### config.mk
export PLATFORM = sky130hd
export DESIGN_NAME = serial_lcd_command_framer_core
export DESIGN_NICKNAME = d
export VERILOG_FILES = /design/src/hw/rtl/lcdf_pkg.sv /design/src/hw/rtl/lcdf_queue.sv /design/src/hw/rtl/lcdf_front.sv /design/src/hw/rtl/lcdf_back.sv /design/src/hw/rtl/serial_lcd_command_framer_core.sv
export VERILOG_INCLUDE_DIRS = /design/src /design/src/hw/rtl
export SDC_FILE = /design/constraint.sdc
export NUM_CORES = 1
export LEC_CHECK = 0
export BUFFER_PORTS_ARGS = -buffer_cell sky130_fd_sc_hd__buf_2
export CAP_MARGIN = 20
export CORE_AREA = 2 2 188 190
export CTS_CLUSTER_SIZE = 12
export DETAILED_ROUTE_END_ITERATION = 6
export DIE_AREA = 0 0 190 192
export PLACE_DENSITY = 0.77
export SLEW_MARGIN = 10
export SYNTH_ARGS = -nofsm -noshare
export SYNTH_HDL_FRONTEND = slang
export SYNTH_HIERARCHICAL = 1
export SYNTH_SLANG_ARGS = --single-unit
### constraint.sdc
create_clock -name clk -period 5.1 [get_ports clk]
set_input_delay 0.765 -clock clk [delete_from_list [all_inputs] [get_ports clk]]
set_output_delay 0.765 -clock clk [all_outputs]
set_load 0.02 [all_outputs]
### src/hw/rtl/assert_macros.svh
// Assertion macros shared by the RTL of the serial LCD command framer.
// Needs nothing else; each macro expands to one labeled concurrent assertion.
`ifndef ASSERT_MACROS_SVH
`define ASSERT_MACROS_SVH

// Same-cycle implication, checked out of reset.
`define CHK_IMPL(label, clk, rst_n, ante, cons) \
	label: assert property (@(posedge clk) disable iff (!rst_n) (ante) |-> (cons)) \
		else $error("implication check failed");

// Next-cycle implication, checked out of reset.
`define CHK_NEXT(label, clk, rst_n, ante, cons) \
	label: assert property (@(posedge clk) disable iff (!rst_n) (ante) |=> (cons)) \
		else $error("next-cycle check failed");

`endif

### src/hw/rtl/lcdf_pkg.sv
// Package of the serial LCD command framer: payload types, codes, constants.
// Depends on nothing; every module of the block imports it.
`timescale 1ns / 1ps
`default_nettype none

package lcdf_pkg;

	// Request codes
	localparam logic [2:0] FUNC_CMD    = 3'd0;
	localparam logic [2:0] FUNC_DATA   = 3'd1;
	localparam logic [2:0] FUNC_STRING = 3'd2;
	localparam logic [2:0] FUNC_CURSOR = 3'd3;
	localparam logic [2:0] FUNC_DEC8   = 3'd4;
	localparam logic [2:0] FUNC_DEC16  = 3'd5;

	localparam int LINE_LEN_DEF   = 20;
	localparam int CELL_COUNT_DEF = 80;
	localparam int QUEUE_DEPTH    = 4;

	localparam logic [7:0] SYNC_BYTE   = 8'h1F;
	localparam logic [7:0] RS_BIT      = 8'h40;
	localparam logic [7:0] CURSOR_BASE = 8'h80;
	localparam logic [7:0] ASCII_ZERO  = 8'h30;

	// value / 1000 == (value * RECIP_1000) >> RECIP_SHIFT for any 16-bit value
	localparam logic [16:0] RECIP_1000  = 17'd67109;
	localparam int          RECIP_SHIFT = 26;

	typedef struct packed {
		logic [2:0]  func;
		logic [15:0] value;
		logic        string_start;
	} lcdf_req_t;

	typedef struct packed {
		logic [23:0] frame;
		logic        last;
	} lcdf_res_t;

	// Classified request as it waits between front and back
	typedef struct packed {
		logic        dec;
		logic        word;
		logic        two;
		logic        data0;
		logic [7:0]  byte0;
		logic [7:0]  byte1;
		logic [15:0] value;
	} lcdf_job_t;

	typedef struct packed {
		logic full;
		logic empty;
	} lcdf_qstat_t;

	function automatic logic [23:0] make_frame(input logic [7:0] b, input logic data);
		make_frame = {4'h0, b[7:4], 4'h0, b[3:0], SYNC_BYTE | (data ? RS_BIT : 8'h00)};
	endfunction

endpackage

`default_nettype wire

### src/hw/rtl/lcdf_queue.sv
// Short job queue between the front and back of the serial LCD command framer.
// Depends on lcdf_pkg for the job and status types.
`timescale 1ns / 1ps
`default_nettype none

module lcdf_queue #(
	parameter int DEPTH = 4
) (
	input  logic                   clk,
	input  logic                   arst_n,
	input  logic                   wr,
	input  lcdf_pkg::lcdf_job_t    wr_job,
	input  logic                   rd,
	output lcdf_pkg::lcdf_job_t    head,
	output lcdf_pkg::lcdf_qstat_t  stat
);
	import lcdf_pkg::*;

	localparam int PtrW = (DEPTH > 1) ? $clog2(DEPTH) : 1;
	localparam int CntW = $clog2(DEPTH + 1);

	lcdf_job_t       mem_q [DEPTH];
	logic [PtrW-1:0] wr_ptr_q;
	logic [PtrW-1:0] rd_ptr_q;
	logic [CntW-1:0] count_q;

	function automatic logic [PtrW-1:0] next_ptr(input logic [PtrW-1:0] p);
		next_ptr = (p == PtrW'(DEPTH - 1)) ? '0 : p + 1'b1;
	endfunction

	always_ff @(posedge clk or negedge arst_n) begin
		if (!arst_n) begin
			wr_ptr_q <= '0;
			rd_ptr_q <= '0;
			count_q  <= '0;
		end else begin
			if (wr) wr_ptr_q <= next_ptr(wr_ptr_q);
			if (rd) rd_ptr_q <= next_ptr(rd_ptr_q);
			if (wr && !rd) count_q <= count_q + 1'b1;
			else if (rd && !wr) count_q <= count_q - 1'b1;
		end
	end

	always_ff @(posedge clk) begin
		if (wr) mem_q[wr_ptr_q] <= wr_job;
	end

	assign head       = mem_q[rd_ptr_q];
	assign stat.full  = (count_q == CntW'(DEPTH));
	assign stat.empty = (count_q == '0);

endmodule

`default_nettype wire

### src/hw/rtl/lcdf_front.sv
// Front of the serial LCD command framer: accepts requests, keeps the string
// character count, works out cursor commands and queues jobs. Uses lcdf_pkg.
`timescale 1ns / 1ps
`default_nettype none

module lcdf_front #(
	parameter int LINE_LEN   = 20,
	parameter int CELL_COUNT = 80
) (
	input  logic                   clk,
	input  logic                   arst_n,
	input  logic                   push,
	input  lcdf_pkg::lcdf_req_t    request,
	input  logic                   full,
	output logic                   job_wr,
	output lcdf_pkg::lcdf_job_t    job
);
	import lcdf_pkg::*;

	localparam int ModSteps = 255 / CELL_COUNT;

	logic [7:0] char_count_q;
	logic       acc;
	logic [7:0] b;
	logic [7:0] cnt_next;
	logic       jump_hit;
	logic [7:0] cur_pos;
	logic [7:0] cur_p;
	logic [1:0] cur_row;
	logic [7:0] cur_col;
	logic       cur_ok;
	logic [7:0] cur_byte;
	logic       has_frames;

	assign acc = push && !full;
	assign b   = request.value[7:0];

	// Cursor command for a position: fold into the display, then pick the row
	always_comb begin
		cnt_next = (request.string_start ? 8'd0 : char_count_q) + 8'd1;
		jump_hit = (cnt_next == 8'(LINE_LEN)) || (cnt_next == 8'(2 * LINE_LEN))
			|| (cnt_next == 8'(3 * LINE_LEN));
		cur_pos = (request.func == FUNC_CURSOR) ? b : cnt_next;
		cur_p = cur_pos;
		for (int k = 1; k <= ModSteps; k++) begin
			if (cur_pos >= 8'(k * CELL_COUNT)) cur_p = cur_pos - 8'(k * CELL_COUNT);
		end
		cur_ok = (cur_p < 8'(4 * LINE_LEN));
		if (cur_p >= 8'(3 * LINE_LEN)) begin
			cur_row = 2'd3;
			cur_col = cur_p - 8'(3 * LINE_LEN);
		end else if (cur_p >= 8'(2 * LINE_LEN)) begin
			cur_row = 2'd2;
			cur_col = cur_p - 8'(2 * LINE_LEN);
		end else if (cur_p >= 8'(LINE_LEN)) begin
			cur_row = 2'd1;
			cur_col = cur_p - 8'(LINE_LEN);
		end else begin
			cur_row = 2'd0;
			cur_col = cur_p;
		end
		cur_byte = CURSOR_BASE + {1'b0, cur_row, 5'b0} + cur_col;
	end

	// Classify the request into a job
	always_comb begin
		job        = '0;
		has_frames = 1'b0;
		unique case (request.func)
			FUNC_CMD: begin
				has_frames = 1'b1;
				job.byte0  = b;
			end
			FUNC_DATA: begin
				has_frames = 1'b1;
				job.byte0  = b;
				job.data0  = 1'b1;
			end
			FUNC_STRING: begin
				has_frames = (b != 8'd0);
				job.byte0  = b;
				job.data0  = 1'b1;
				job.two    = jump_hit && cur_ok;
				job.byte1  = cur_byte;
			end
			FUNC_CURSOR: begin
				has_frames = cur_ok;
				job.byte0  = cur_byte;
			end
			FUNC_DEC8: begin
				has_frames = 1'b1;
				job.dec    = 1'b1;
				job.value  = {8'h00, b};
			end
			FUNC_DEC16: begin
				has_frames = 1'b1;
				job.dec    = 1'b1;
				job.word   = 1'b1;
				job.value  = request.value;
			end
			default: has_frames = 1'b0;
		endcase
	end

	assign job_wr = acc && has_frames;

	always_ff @(posedge clk or negedge arst_n) begin
		if (!arst_n) begin
			char_count_q <= '0;
		end else if (acc && request.func == FUNC_STRING) begin
			char_count_q <= (b == 8'd0) ? 8'd0 : cnt_next;
		end
	end

endmodule

`default_nettype wire

### src/hw/rtl/lcdf_back.sv
// Back of the serial LCD command framer: decimal digit pipeline and the frame
// serializer that holds the result beat. Uses lcdf_pkg.
`timescale 1ns / 1ps
`default_nettype none

module lcdf_back (
	input  logic                   clk,
	input  logic                   arst_n,
	input  lcdf_pkg::lcdf_qstat_t  q_stat,
	input  lcdf_pkg::lcdf_job_t    q_head,
	output logic                   q_rd,
	output lcdf_pkg::lcdf_res_t    result,
	output logic                   empty,
	input  logic                   pop
);
	import lcdf_pkg::*;

	logic      vld_s1, vld_s2, vld_s3, vld_s4;
	lcdf_job_t job_s1, job_s2, job_s3, job_s4;
	logic [6:0] q_s2, q_s3, q_s4;
	logic [9:0] r_s3;
	logic [3:0] h_s4;
	logic [6:0] rem_s4;

	logic        ser_valid_q;
	logic [2:0]  ser_cnt_q;
	logic [3:0][7:0] ser_byte_q;
	logic [3:0]  ser_data_q;

	logic        adv;
	logic        ser_load;
	logic        ser_take;
	logic [32:0] prod;
	logic [9:0]  r_calc;
	logic [3:0]  h_calc;
	logic [9:0]  rem_calc;
	logic [3:0]  tens;
	logic [6:0]  units_w;
	logic [2:0]  ld_cnt;
	logic [3:0][7:0] ld_byte;
	logic [3:0]  ld_data;

	assign ser_take = ser_valid_q && pop;
	assign ser_load = vld_s4 && (!ser_valid_q || (ser_take && ser_cnt_q == 3'd1));
	assign adv      = !vld_s4 || ser_load;
	assign q_rd     = adv && !q_stat.empty;

	// Quotient by 1000 through the reciprocal, then the remainder, then digits
	always_comb begin
		prod   = {17'b0, job_s1.value} * {16'b0, RECIP_1000};
		r_calc = 10'(job_s2.value - 16'({9'b0, q_s2} * 16'd1000));
		h_calc   = '0;
		rem_calc = r_s3;
		for (int k = 1; k <= 9; k++) begin
			if (r_s3 >= 10'(k * 100)) begin
				h_calc   = 4'(k);
				rem_calc = r_s3 - 10'(k * 100);
			end
		end
		tens    = '0;
		units_w = rem_s4;
		for (int k = 1; k <= 9; k++) begin
			if (rem_s4 >= 7'(k * 10)) begin
				tens    = 4'(k);
				units_w = rem_s4 - 7'(k * 10);
			end
		end
	end

	// Frame list for the serializer
	always_comb begin
		if (job_s4.dec) begin
			ld_data = 4'b1111;
			if (job_s4.word) begin
				ld_cnt  = 3'd4;
				ld_byte = {ASCII_ZERO + {4'h0, units_w[3:0]}, ASCII_ZERO + {4'h0, tens},
					ASCII_ZERO + {4'h0, h_s4}, ASCII_ZERO + {1'b0, q_s4}};
			end else begin
				ld_cnt  = 3'd3;
				ld_byte = {8'h00, ASCII_ZERO + {4'h0, units_w[3:0]},
					ASCII_ZERO + {4'h0, tens}, ASCII_ZERO + {4'h0, h_s4}};
			end
		end else begin
			ld_cnt  = job_s4.two ? 3'd2 : 3'd1;
			ld_byte = {16'h0000, job_s4.byte1, job_s4.byte0};
			ld_data = {3'b000, job_s4.data0};
		end
	end

	always_ff @(posedge clk or negedge arst_n) begin
		if (!arst_n) begin
			vld_s1      <= 1'b0;
			vld_s2      <= 1'b0;
			vld_s3      <= 1'b0;
			vld_s4      <= 1'b0;
			ser_valid_q <= 1'b0;
			ser_cnt_q   <= '0;
		end else begin
			if (adv) begin
				vld_s1 <= !q_stat.empty;
				vld_s2 <= vld_s1;
				vld_s3 <= vld_s2;
				vld_s4 <= vld_s3;
			end
			if (ser_load) begin
				ser_valid_q <= 1'b1;
				ser_cnt_q   <= ld_cnt;
			end else if (ser_take) begin
				if (ser_cnt_q == 3'd1) ser_valid_q <= 1'b0;
				ser_cnt_q <= ser_cnt_q - 3'd1;
			end
		end
	end

	always_ff @(posedge clk) begin
		if (adv) begin
			job_s1 <= q_head;
			job_s2 <= job_s1;
			q_s2   <= prod[RECIP_SHIFT +: 7];
			job_s3 <= job_s2;
			q_s3   <= q_s2;
			r_s3   <= r_calc;
			job_s4 <= job_s3;
			q_s4   <= q_s3;
			h_s4   <= h_calc;
			rem_s4 <= rem_calc[6:0];
		end
		if (ser_load) begin
			ser_byte_q <= ld_byte;
			ser_data_q <= ld_data;
		end else if (ser_take) begin
			ser_byte_q <= {8'h00, ser_byte_q[3:1]};
			ser_data_q <= {1'b0, ser_data_q[3:1]};
		end
	end

	assign result.frame = make_frame(ser_byte_q[0], ser_data_q[0]);
	assign result.last  = (ser_cnt_q == 3'd1);
	assign empty        = !ser_valid_q;

endmodule

`default_nettype wire

### src/hw/rtl/serial_lcd_command_framer_core.sv
// Channel   Handshake        Payload                 Beat
// request   push / full      lcdf_req_t (20 bits)    one LCD request
// result    empty / pop      lcdf_res_t (25 bits)    one 24-bit serial frame + last
//
// The front is combinational: an accepted request goes through the job queue
// and the digit pipeline to the frame serializer, which sets the rate: one
// frame per cycle while pop stays high. A request makes 0 to 4 frames.
// Requests that make no frame (string end, cursor off the display, unused
// codes) queue no job; a string end clears the count.
// full rises when the four-entry job queue fills; the digit pipeline holds
// while the serializer is busy. Reset clears the queue, pipeline and count.
`timescale 1ns / 1ps
`default_nettype none
`include "assert_macros.svh"

module serial_lcd_command_framer_core #(
	parameter int LINE_LEN   = lcdf_pkg::LINE_LEN_DEF,
	parameter int CELL_COUNT = lcdf_pkg::CELL_COUNT_DEF
) (
	input  logic                 clk,
	input  logic                 arst_n,
	input  logic                 push,
	output logic                 full,
	input  lcdf_pkg::lcdf_req_t  request,
	output logic                 empty,
	input  logic                 pop,
	output lcdf_pkg::lcdf_res_t  result
);
	import lcdf_pkg::*;

	// Front to queue
	logic        q_push;
	lcdf_job_t   q_job;
	// Queue to back
	lcdf_job_t   q_head;
	lcdf_qstat_t q_stat;
	logic        q_pop;

	// Classify requests and hold the string count
	lcdf_front #(
		.LINE_LEN  (LINE_LEN),
		.CELL_COUNT(CELL_COUNT)
	) u_front (
		.clk    (clk),
		.arst_n (arst_n),
		.push   (push),
		.request(request),
		.full   (q_stat.full),
		.job_wr (q_push),
		.job    (q_job)
	);

	// Decouple the front from the serializer
	lcdf_queue #(
		.DEPTH(QUEUE_DEPTH)
	) u_queue (
		.clk   (clk),
		.arst_n(arst_n),
		.wr    (q_push),
		.wr_job(q_job),
		.rd    (q_pop),
		.head  (q_head),
		.stat  (q_stat)
	);

	// Expand jobs into digits and frames
	lcdf_back u_back (
		.clk   (clk),
		.arst_n(arst_n),
		.q_stat(q_stat),
		.q_head(q_head),
		.q_rd  (q_pop),
		.result(result),
		.empty (empty),
		.pop   (pop)
	);

	assign full = q_stat.full;

	// Never write a full queue, never read an empty one
	`CHK_IMPL(a_push_room, clk, arst_n, q_push, !q_stat.full)
	`CHK_IMPL(a_pop_data, clk, arst_n, q_pop, !q_stat.empty)
	// Hold a result after taking any beat that is not the last of its request
	`CHK_NEXT(a_frames_follow, clk, arst_n, !empty && pop && !result.last, !empty)

endmodule

`default_nettype wire
==> results.py, run 1 <==
metrics = {
    "critical_path": {
        "crit_fanout": 4,
        "end_kind": "flop",
        "worst-path-buf-inv": 4,
        "worstRegToRegCells": 28,
        "cpMaxStageDelayCell": "dfrtp_1",
        "cp.arrival_ps": 5260,
        "r2r_start": "u_front/char_count_q[0]",
        "criticalPathCategory": "flop to flop",
        "reg2reg_to": "u_queue/mem_q[0][31]",
        "crit_family": "simple AND/OR/NAND/NOR gates",
        "critPathLaunchType": "flop",
        "slowest_delay_ps": 430,
        "reg2reg_slack_ps": 170,
        "cp_data_required_time_ps": 5430,
    },
    "global_routing": {
        "grt_antenna_before_repair": 0,
        "grt_pass1_wl_um": 63700,
        "grt_max_degree": 77,
        "first_global_vias": 12100,
        "grt_usage": 0.223,
        "grt_overflow": 0,
    },
    "cells_and_area": {
        "layout_common_cells": "322 x edfxtp_1, 181 x ha_1, 115 x inv_1",
        "layout_commonest_cell": "edfxtp_1",
        "syn_to_final_growth_pct": 14.0,
        "post-route-util": 0.643,
        "nets": 1848,
        "antenna_cells": 0,
        "layout-drive-gt1-share": 0.196,
    },
    "detailed_routing": {
        "wl_met1_um": 16800,
        "first_iter_violations": 742,
        "via_per_inst": 5.75,
        "routed-wl-met3_um": 1810,
        "wl_per_cell_um": 19.0,
        "wirelength_um": 39400,
        "dr.pass1.iters": 5,
        "wl_met2_um": 20200,
        "vias": 11900,
        "ant_nets": 0,
        "drc_errors": 0,
        "top_layer_used": "met4",
    },
    "floorplanning": {
        "start_util": 0.564,
        "die_w_um": 190,
        "rows": 68,
        "fp.dieArea_um2": 36500,
        "core_um2": 34300,
        "io_pins": 51,
        "chipHeight_um": 192,
    },
    "clock_tree": {
        "clock-sinks": 345,
        "cts_hold_buf": 0,
        "root_buffer": "clkbuf_16",
        "cts_tree": "built",
        "numCtsBuffers": 37,
        "clk_latency_ps": 520,
        "cts_max_level": 2,
        "clock_path_buffers": 3,
        "clkTransAtPathRegs_ps": 60,
    },
    "synth": {
        "synth_cells": 1464,
        "async_reset_ff_frac": 0.0667,
        "yosysWarnings": 6,
        "synthTopCellsByArea": "edfxtp_1 50%, ha_1 12%, fa_1 4.5%, mux4_2 4.2%, dfrtp_1 3.0%",
        "avgSynthCellArea_um2": 13.2,
        "yosys_register_bits": 345,
        "synth.cell_area_um2": 19300,
        "synth_ff_type": "edfxtp_1",
        "synth.distinct_cells": 96,
        "yosysSeqAreaShare": 0.530,
        "synth_top_area_frac": 0.500,
        "synth_top_area_cell": "edfxtp_1",
        "synth_edf_count": 322,
    },
    "place": {
        "dpl.hpwl_um": 28100,
        "port_buffers": 35,
        "gp_congestion": 0.874,
    },
    "timing": {
        "tns_ps": 0,
        "slew_headroom": 0.349,
        "min_period_over_period": 0.966,
        "max_clock_freq_ghz": 0.203,
        "hold_ws_ps": 247,
        "rsz0062_at_grt": "true",
        "tightest_slew_ps": 977,
        "hold_viol_final": 0,
        "min_period_ps": 4930,
        "final-setup-viol-count": 0,
        "maxSlewViolCount": 0,
        "skew_ps": 24.1,
    },
    "hold_path": {
        "hold_path_class": "primary input to asynchronous set/reset pin",
    },
    "flow_run": {
        "cap_violations": 0,
    },
    "run_status": {
        "outcome": "complete, no violations",
    },
}
==> timing repair <==
item | in CTS | in global routing
gates resized for setup | 2 | 32
pin swaps | 0 | 8
endpoints found under the setup margin | 2 | 13
setup buffers | 0 | 6
==> through the flow <==
stage | instances | instance area (µm²) | setup slack, ps
floorplan | 1477 | 19600 | -214
global placement | 2002 | 20700 | -203
finish | 2070 | 22100 | 171
detailed placement | 2003 | 20700 | -370
CTS | 2064 | 21800 | 8.96
global route | 2070 | 22100 | -20.6
==> cell usage after synthesis, drive strengths merged, types with 7 or more instances <==
| library cell | count |
|---|---|
| buf | 51 |
| edfxtp | 322 |
| xor2 | 11 |
| o31ai | 12 |
| a31oi | 14 |
| a21o | 14 |
| nand2 | 94 |
| o21ai | 67 |
| mux4 | 36 |
| a21oi | 54 |
| ha | 188 |
| o211ai | 8 |
| nor3 | 24 |
| nor2b | 20 |
| nor2 | 70 |
| nand2b | 18 |
| mux2i | 14 |
| nand3 | 27 |
| nor4 | 8 |
| mux2 | 7 |
| fa | 43 |
| and2 | 26 |
| dfrtp | 23 |
| and3 | 15 |
| a211oi | 13 |
| xnor2 | 26 |
| inv | 119 |
| clkbuf | 17 |
==> sequential cells by signal, summed over array words and instances, names as in the netlist, 2 cells and up <==
signal and count:
u_back/h_s4 4, u_back/job_s1 36, u_back/job_s2 30, u_back/job_s3 20
u_back/job_s4 20, u_back/q_s2 7, u_back/q_s3 7, u_back/q_s4 7
u_back/r_s3 10, u_back/rem_s4 7, u_back/result 8, u_back/ser_byte_q 18
u_back/ser_cnt_q 3, u_back/ser_data_q 4, u_front/char_count_q 8, u_queue/count_q 3
u_queue/mem_q 144, u_queue/rd_ptr_q 2, u_queue/wr_ptr_q 2
==> layout make-up <==
cell class	count	area, µm²
inverters	119	452
fillers	2442	12200
multi-input cells	945	8590
clock inverters	8	78.8
repair buffers	145	1110
clock buffers	53	1020
flip-flops and latches	345	10200
well taps	455	569
==> worst max path at each step <==
stage | startpoint | to | slack, ps | depth (start not counted)
2_1_floorplan | request[0] | u_queue/mem_q[0][31] | -210 | 29
3_3_place_gp | request[0] | u_queue/mem_q[0][31] | -200 | 26
3_5_place_dp | request[0] | u_queue/mem_q[2][31] | -370 | 28
4_1_cts | u_back/job_s1[15] | u_back/q_s2[5] | 9 | 17
5_1_grt | u_front/char_count_q[0] | u_queue/mem_q[2][31] | -20 | 28
6_report | u_front/char_count_q[0] | u_queue/mem_q[0][31] | 170 | 28
==> layer usage <==
| layer | vias to the layer above | GRT usage |
|---|---|---|
| li1 | 5674 | - |
| met1 | 5898 | 0.295 |
| met2 | 289 | 0.396 |
| met3 | 39 | 0.0267 |
| met4 | 0 | 0.0513 |
| met5 | - | 0 |
==> worst register-to-register path, delay by kind of cell (launching register included) <==
kind	cells	cell delay, ps
buffers and inverters	4	290
AO/OA/AOI/OAI	5	600
XOR/XNOR	2	330
adder cells (fa/ha/maj)	4	880
flip-flops	1	430
AND/OR/NAND/NOR	11	1950
multiplexers	2	290
==> logic make-up (layout without fill, tap and decap cells) <==
logic type,Yosys count,after routing,synth area share
AOI/OAI and AO/OA,258,258,0.0946
xor gates and xnor gates,37,37,0.0168
adders and majority gates,231,231,0.166
buffers and inverters,187,325,0.0457
DFF,345,345,0.530
muxes,57,57,0.0532
other,2,15,0.000388
and+or+nand+nor,347,347,0.0936
Power of run 1 is left out: the tool's default activity adds up to more than one toggle a clock period on the data nets, which glitch-free logic cannot reach.
==> inputs of run 2 (changes only) <==
--- a/config.mk
+++ b/config.mk
@@ -8,13 +8,12 @@
 export LEC_CHECK = 0
 export BUFFER_PORTS_ARGS = -buffer_cell sky130_fd_sc_hd__buf_2
 export CAP_MARGIN = 20
-export CORE_AREA = 2 2 188 190
+export CORE_AREA = 2 2 187 189
 export CTS_CLUSTER_SIZE = 12
 export DETAILED_ROUTE_END_ITERATION = 6
-export DIE_AREA = 0 0 190 192
+export DIE_AREA = 0 0 189 191
 export PLACE_DENSITY = 0.77
 export SLEW_MARGIN = 10
 export SYNTH_ARGS = -nofsm -noshare
 export SYNTH_HDL_FRONTEND = slang
-export SYNTH_HIERARCHICAL = 1
 export SYNTH_SLANG_ARGS = --single-unit
==> constraint.sdc (replaced) <==
create_clock -name clk -period 4.2 [get_ports clk]
set_input_delay 0 -clock clk [delete_from_list [all_inputs] [get_ports clk]]
set_output_delay 0 -clock clk [all_outputs]
set_load 0.02 [all_outputs]
==> run 2 against run 1 <==
The flow now finishes with violations (negative setup slack). Cell count increased by 4.4%. Cell area up 6.1%. Utilization rose by 4.3 points. Hold slack worse by 210 ps. Fmax shrank 2.9%.
==> results.py, run 2 <==
metrics = {
    "place": {
        "port_buffers": 35,
        "place_inst": 2026,
        "dpl.hpwl_um": 27400,
        "gp_congestion": 0.903,
    },
    "critical_path": {
        "cp.arrival_ps": 5380,
        "path_depth": 25,
        "end_kind": "flop",
        "cpMaxStageDelayCell": "or3_4",
        "worstRegToRegCells": 25,
        "crit_fanout": 4,
        "crit_family": "compound AO/OA/AOI/OAI gates",
        "worst-path-buf-inv": 1,
        "cp_data_required_time_ps": 4500,
        "reg2reg_slack_ps": -880,
        "critPathLaunchType": "flop",
        "r2r_start": "u_front.char_count_q[1]",
        "cpMostUsedCell": "ha_4",
        "reg2reg_to": "u_queue.mem_q[3][31]",
        "criticalPathCategory": "flop to flop",
        "cp-startpoint": "u_front.char_count_q[1]",
        "slowest_delay_ps": 380,
        "crit_end": "u_queue.mem_q[3][31]",
    },
    "cells_and_area": {
        "layout_common_cells": "322 x edfxtp_1, 178 x ha_1, 150 x buf_4",
        "n_fill_cell": 2307,
        "nets": 1939,
        "antenna_cells": 0,
        "seqCellArea_um2": 10200,
        "top_register": "u_queue.mem_q",
        "top_regs": "u_queue.mem_q: 144 flops, u_back.job_s1: 36 flops, u_back.job_s2: 30 flops",
        "layout-drive-gt1-share": 0.252,
        "largest_reg_flops": 144,
        "layout_commonest_cell": "edfxtp_1",
        "multiInputGateArea_um2": 8610,
        "final_cell_count_no_fill": 2161,
        "syn_to_final_growth_pct": 22.1,
    },
    "timing": {
        "setup_ws_ps": -876,
        "rsz0062_at_grt": "true",
        "slew_headroom": 0.416,
        "hold_viol_final": 0,
        "final-setup-viol-count": 191,
        "hold_ws_ps": 33.9,
        "min_period_over_period": 1.21,
        "max_clock_freq_ghz": 0.197,
        "min_period_ps": 5080,
        "skew_ps": 35.0,
        "maxSlewViolCount": 0,
        "tightest_slew_ps": 865,
    },
    "floorplanning": {
        "die_w_um": 189,
        "core_um2": 34100,
        "io_pins": 51,
        "chipHeight_um": 191,
        "fp.dieArea_um2": 36100,
        "start_util": 0.562,
        "rows": 68,
    },
    "flow_run": {
        "cap_violations": 0,
    },
    "synth": {
        "synth_top_area_frac": 0.504,
        "yosys_register_bits": 345,
        "yosysSeqAreaShare": 0.534,
        "yosysWarnings": 0,
        "synthTopCellsByArea": "edfxtp_1 50%, ha_1 12%, fa_1 4.5%, mux4_2 4.2%, dfrtp_1 3.0%",
        "netlist_top_cells_count": "322 x edfxtp_1, 189 x ha_1, 130 x inv_1, 90 x nand2_1, 72 x o21ai_0",
        "synth.distinct_cells": 92,
        "avgSynthCellArea_um2": 13.3,
        "synth_top_area_cell": "edfxtp_1",
        "async_reset_ff_frac": 0.0667,
        "synth_most_common_cell": "edfxtp_1",
        "synth_ff_type": "edfxtp_1",
        "synth.cell_area_um2": 19200,
        "synth_edf_count": 322,
        "synth_cells": 1445,
    },
    "detailed_routing": {
        "wirelength_um": 44200,
        "vias": 12600,
        "dr.pass1.iters": 5,
        "drc_errors": 0,
        "ant_nets": 0,
        "via_per_inst": 5.84,
        "wl_per_cell_um": 20.5,
        "first_iter_violations": 869,
    },
    "global_routing": {
        "grt_antenna_before_repair": 0,
        "first_global_vias": 13000,
        "grt_pass1_wl_um": 68800,
        "grt_overflow": 0,
        "grt_max_degree": 153,
        "grt_usage": 0.246,
    },
    "run_status": {
        "outcome": "finished with violations",
        "failed_checks": "negative setup slack",
    },
    "clock_tree": {
        "clkTransAtPathRegs_ps": 60,
        "root_buffer": "clkbuf_16",
        "cts_tree": "built",
        "clk_latency_ps": 540,
        "clock_path_buffers": 3,
        "cts_max_level": 2,
        "numCtsBuffers": 37,
        "clock-sinks": 345,
    },
    "hold_path": {
        "hold_path_class": "primary input to flop",
    },
}
[run 2: per-layer routing]
metal	part of all wire	vias up	global-route usage
li1	-	5821	-
met1	0.40	6205	0.304
met2	0.50	456	0.435
met3	0.056	131	0.0364
met4	0.039	0	0.0986
met5	0	-	0
[run 2: cells by family (layout without fill, tap and decap cells)]
family | after synthesis | count (layout) | synth area share
AO/OA/AOI/OAI | 263 | 263 | 0.0976
XOR/XNOR | 35 | 35 | 0.0164
adder cells (fa/ha/maj) | 232 | 232 | 0.168
buffers and inverters | 196 | 444 | 0.0445
flip-flops | 345 | 345 | 0.534
multiplexers | 62 | 62 | 0.0565
other | 2 | 15 | 0.000392
AND/OR/NAND/NOR | 310 | 310 | 0.0818
[run 2: worst min path at each step]
stage	cells after the start	startpoint	slack, ps	endpoint
after floorplan	0	arst_n	-300	u_back.ser_cnt_q[0]
after global routing	3	push	40	u_front.char_count_q[4]
final	3	push	30	u_front.char_count_q[4]
after detailed placement	1	arst_n	50	u_front.char_count_q[7]
after CTS	3	push	6	u_front.char_count_q[5]
after global placement	1	arst_n	40	u_front.char_count_q[7]
[run 2: area by class of cell]
cell class                      instances  area share
Clock buffer                           50      0.0421
Tap cell                              455      0.0243
Inverter                              131      0.0211
Multi-Input combinational cell        917       0.368
Clock inverter                         12     0.00684
Sequential cell                       345       0.438
Timing Repair Buffer                  251       0.100
[run 2: repair_timing]
action                                  in CTS  in global routing
gates cloned                                15                  1
gates resized for setup                     88                 54
setup buffers                               31                 26
endpoints found under the hold margin       92                  0
pin swaps                                   40                 23
endpoints found under the setup margin     190                204
hold buffers                                17                  0
[run 2: worst reg2reg max path, delay by kind of cell, from the launching register on]
kind	cells	cell delay [ps]
AOI/OAI and AO/OA	10	1380
xor gates and xnor gates	1	210
adders and majority gates	5	1050
buffers and inverters	1	80
DFF	1	360
muxes	2	530
and+or+nand+nor	6	1250
[run 2: through the flow]
step	instance area, µm²	setup WS [ps]	util	TNS [ps]
final	23400	-876	0.686	-70440
after global routing	23400	-1090	0.686	-92220
after CTS	23200	-853	0.680	-37870
after detailed placement	20900	-958	0.612	-56440
after global placement	20900	-768	0.612	-34410
after floorplan	19400	-1090	-	-27050
Power of run 2 is left out for the same reason.
==> inputs of run 3 (changes only) <==
--- a/config.mk
+++ b/config.mk
@@ -8,12 +8,14 @@
 export LEC_CHECK = 0
 export BUFFER_PORTS_ARGS = -buffer_cell sky130_fd_sc_hd__buf_2
 export CAP_MARGIN = 20
-export CORE_AREA = 2 2 187 189
+export CORE_AREA = 2 2 188 190
 export CTS_CLUSTER_SIZE = 12
 export DETAILED_ROUTE_END_ITERATION = 6
-export DIE_AREA = 0 0 189 191
+export DIE_AREA = 0 0 190 192
 export PLACE_DENSITY = 0.77
+export SKIP_LAST_GASP = 1
 export SLEW_MARGIN = 10
 export SYNTH_ARGS = -nofsm -noshare
 export SYNTH_HDL_FRONTEND = slang
+export SYNTH_HIERARCHICAL = 1
 export SYNTH_SLANG_ARGS = --single-unit
==> run 3 against run 2 <==
The flow finishes with violations (negative hold slack, negative setup slack). Non-clock buffer count shrank 22. Critical path type unchanged. Via count shrank 0.27%. Utilization down 0.93 points. Cell area down 0.87%.
==> results.py, run 3 (same netlist as run 1, synthesis figures left out) <==
metrics = {
    "detailed_routing": {
        "wl_per_cell_um": 20.5,
        "drc_errors": 0,
        "first_iter_violations": 923,
        "via_per_inst": 5.82,
        "ant_nets": 0,
        "dr.pass1.iters": 5,
        "wirelength_um": 44400,
        "vias": 12600,
    },
    "cells_and_area": {
        "largest_reg_flops": 144,
        "seqCellArea_um2": 10200,
        "layout_commonest_cell": "edfxtp_1",
        "top_regs": "u_queue/mem_q: 144 flops, u_back/job_s1: 36 flops, u_back/job_s2: 30 flops",
        "nets": 1933,
        "multiInputGateArea_um2": 8770,
        "antenna_cells": 0,
        "n_fill_cell": 2342,
        "layout-drive-gt1-share": 0.253,
        "post-route-util": 0.677,
        "syn_to_final_growth_pct": 19.9,
        "layout_common_cells": "322 x edfxtp_1, 168 x ha_1, 151 x buf_4",
        "design_area_um2": 23200,
        "top_register": "u_queue/mem_q",
    },
    "floorplanning": {
        "rows": 68,
        "fp.dieArea_um2": 36500,
        "chipHeight_um": 192,
        "core_um2": 34300,
        "die_w_um": 190,
        "start_util": 0.564,
        "io_pins": 51,
    },
    "clock_tree": {
        "cts_max_level": 2,
        "clk_latency_ps": 530,
        "numCtsBuffers": 38,
        "clkTransAtPathRegs_ps": 60,
        "clock-sinks": 345,
        "cts_tree": "built",
        "root_buffer": "clkbuf_16",
        "clock_path_buffers": 3,
    },
    "timing": {
        "hold_viol_final": 2,
        "hold_ws_ps": -0.570,
        "slew_headroom": 0.514,
        "maxSlewViolCount": 0,
        "skew_ps": 24.9,
        "tightest_slew_ps": 729,
        "min_period_over_period": 1.15,
        "setup_ws_ps": -631,
        "min_period_ps": 4830,
        "final-setup-viol-count": 33,
        "rsz0062_at_grt": "true",
        "max_clock_freq_ghz": 0.207,
        "tns_ps": -11620,
    },
    "global_routing": {
        "grt_overflow": 0,
        "first_global_vias": 12500,
        "grt_max_degree": 152,
        "grt_antenna_before_repair": 0,
        "grt_usage": 0.236,
        "grt_pass1_wl_um": 67400,
    },
    "critical_path": {
        "cp_data_required_time_ps": 4540,
        "cp.arrival_ps": 5170,
        "end_kind": "flop",
        "critPathLaunchType": "flop",
        "crit_fanout": 5,
        "criticalPathCategory": "flop to flop",
    },
    "run_status": {
        "failed_checks": "negative hold slack, negative setup slack",
        "outcome": "finished with violations",
    },
    "place": {
        "pre_cts_ws_ps": -735,
        "dpl.hpwl_um": 29000,
        "dpl-instance-area_um2": 21100,
        "gp_congestion": 0.907,
        "port_buffers": 35,
    },
    "flow_run": {
        "cap_violations": 0,
    },
    "hold_path": {
        "hold_path_class": "primary input to asynchronous set/reset pin",
    },
}
-- run 3: cell types whose count changed in the layout (fill, tap and decap cells not counted), moves of 6 or more --
cell       before  now
ha_4            8   15
buf_6          18    9
nand2b_1        7   17
nor2_1         53   63
inv_1         125  108
buf_12         13    7
a21oi_1        36   43
ha_1          178  168
buf_16         10    2
clkbuf_16      38   47
-- run 3: layer usage --
layer | routed length, µm | share of wire | global-route usage
met1 | 18000 | 0.41 | 0.305
met2 | 22500 | 0.51 | 0.420
met3 | 2430 | 0.055 | 0.0351
met4 | 1450 | 0.033 | 0.0614
met5 | 0 | 0 | 0
-- run 3: worst max-delay path, stage by stage (launching register included) --
cell and delay [ps]:
dfrtp_1 360, nor2b_4 170, ha_4 160, and3_4 250, mux2i_4 280, nor2_2 90
a32oi_2 250, o2111ai_4 170, a21oi_2 230, nor2_4 60, inv_4 60, ha_4 110
o21ai_2 60, nand2_2 110, and4b_1 240, or4_4 420, o31ai_2 70, mux2i_1 120
xnor2_1 180, ha_2 200, inv_2 40, fa_2 390, nand2_2 80, nor2_1 50
mux2i_1 160, o2111ai_2 170, nor3_4 180
-- run 3: path summary, 6_finish.rpt --
check / start / endpoint / slack, ps / cells after the start
worst max-delay path: u_front/char_count_q[1] / u_queue/mem_q[2][31] / -630 / 26
worst min register to register: u_back/job_s2[20] / u_back/job_s3[20] / 410 / 0
max in group asynchronous: arst_n / u_queue/rd_ptr_q[0] / 3800 / 2
worst min-delay path: arst_n / u_front/char_count_q[4] / -0.6 / 2
worst max register to register: u_front/char_count_q[1] / u_queue/mem_q[2][31] / -630 / 26
min in group clk: request[4] / u_queue/mem_q[3][3] / 20 / 3
-- run 3: through the flow --
step           hold WS [ps]  std cells
6_report             -0.570       2160
5_1_grt                16.8       2160
4_1_cts                3.33       2141
3_5_place_dp           21.6       2044
3_3_place_gp           13.7       2044
2_1_floorplan          -296       1477
-- run 3: repair_timing --
item	in CTS	in global routing
pin swaps	40	12
buffers inserted	17	8
endpoints found under the hold margin	71	0
hold buffers	13	0
endpoints found under the setup margin	146	191
cloned	0	10
resized for setup	34	33
-- run 3: area by class of cell --
cell class | count | share of cell area
inverters | 119 | 0.0194
clock inverters | 12 | 0.00507
multi-input cells | 945 | 0.378
repair buffers | 229 | 0.0856
well taps | 455 | 0.0245
clock buffers | 55 | 0.0460
flip-flops and latches | 345 | 0.442
Power of run 3 is left out for the same reason.
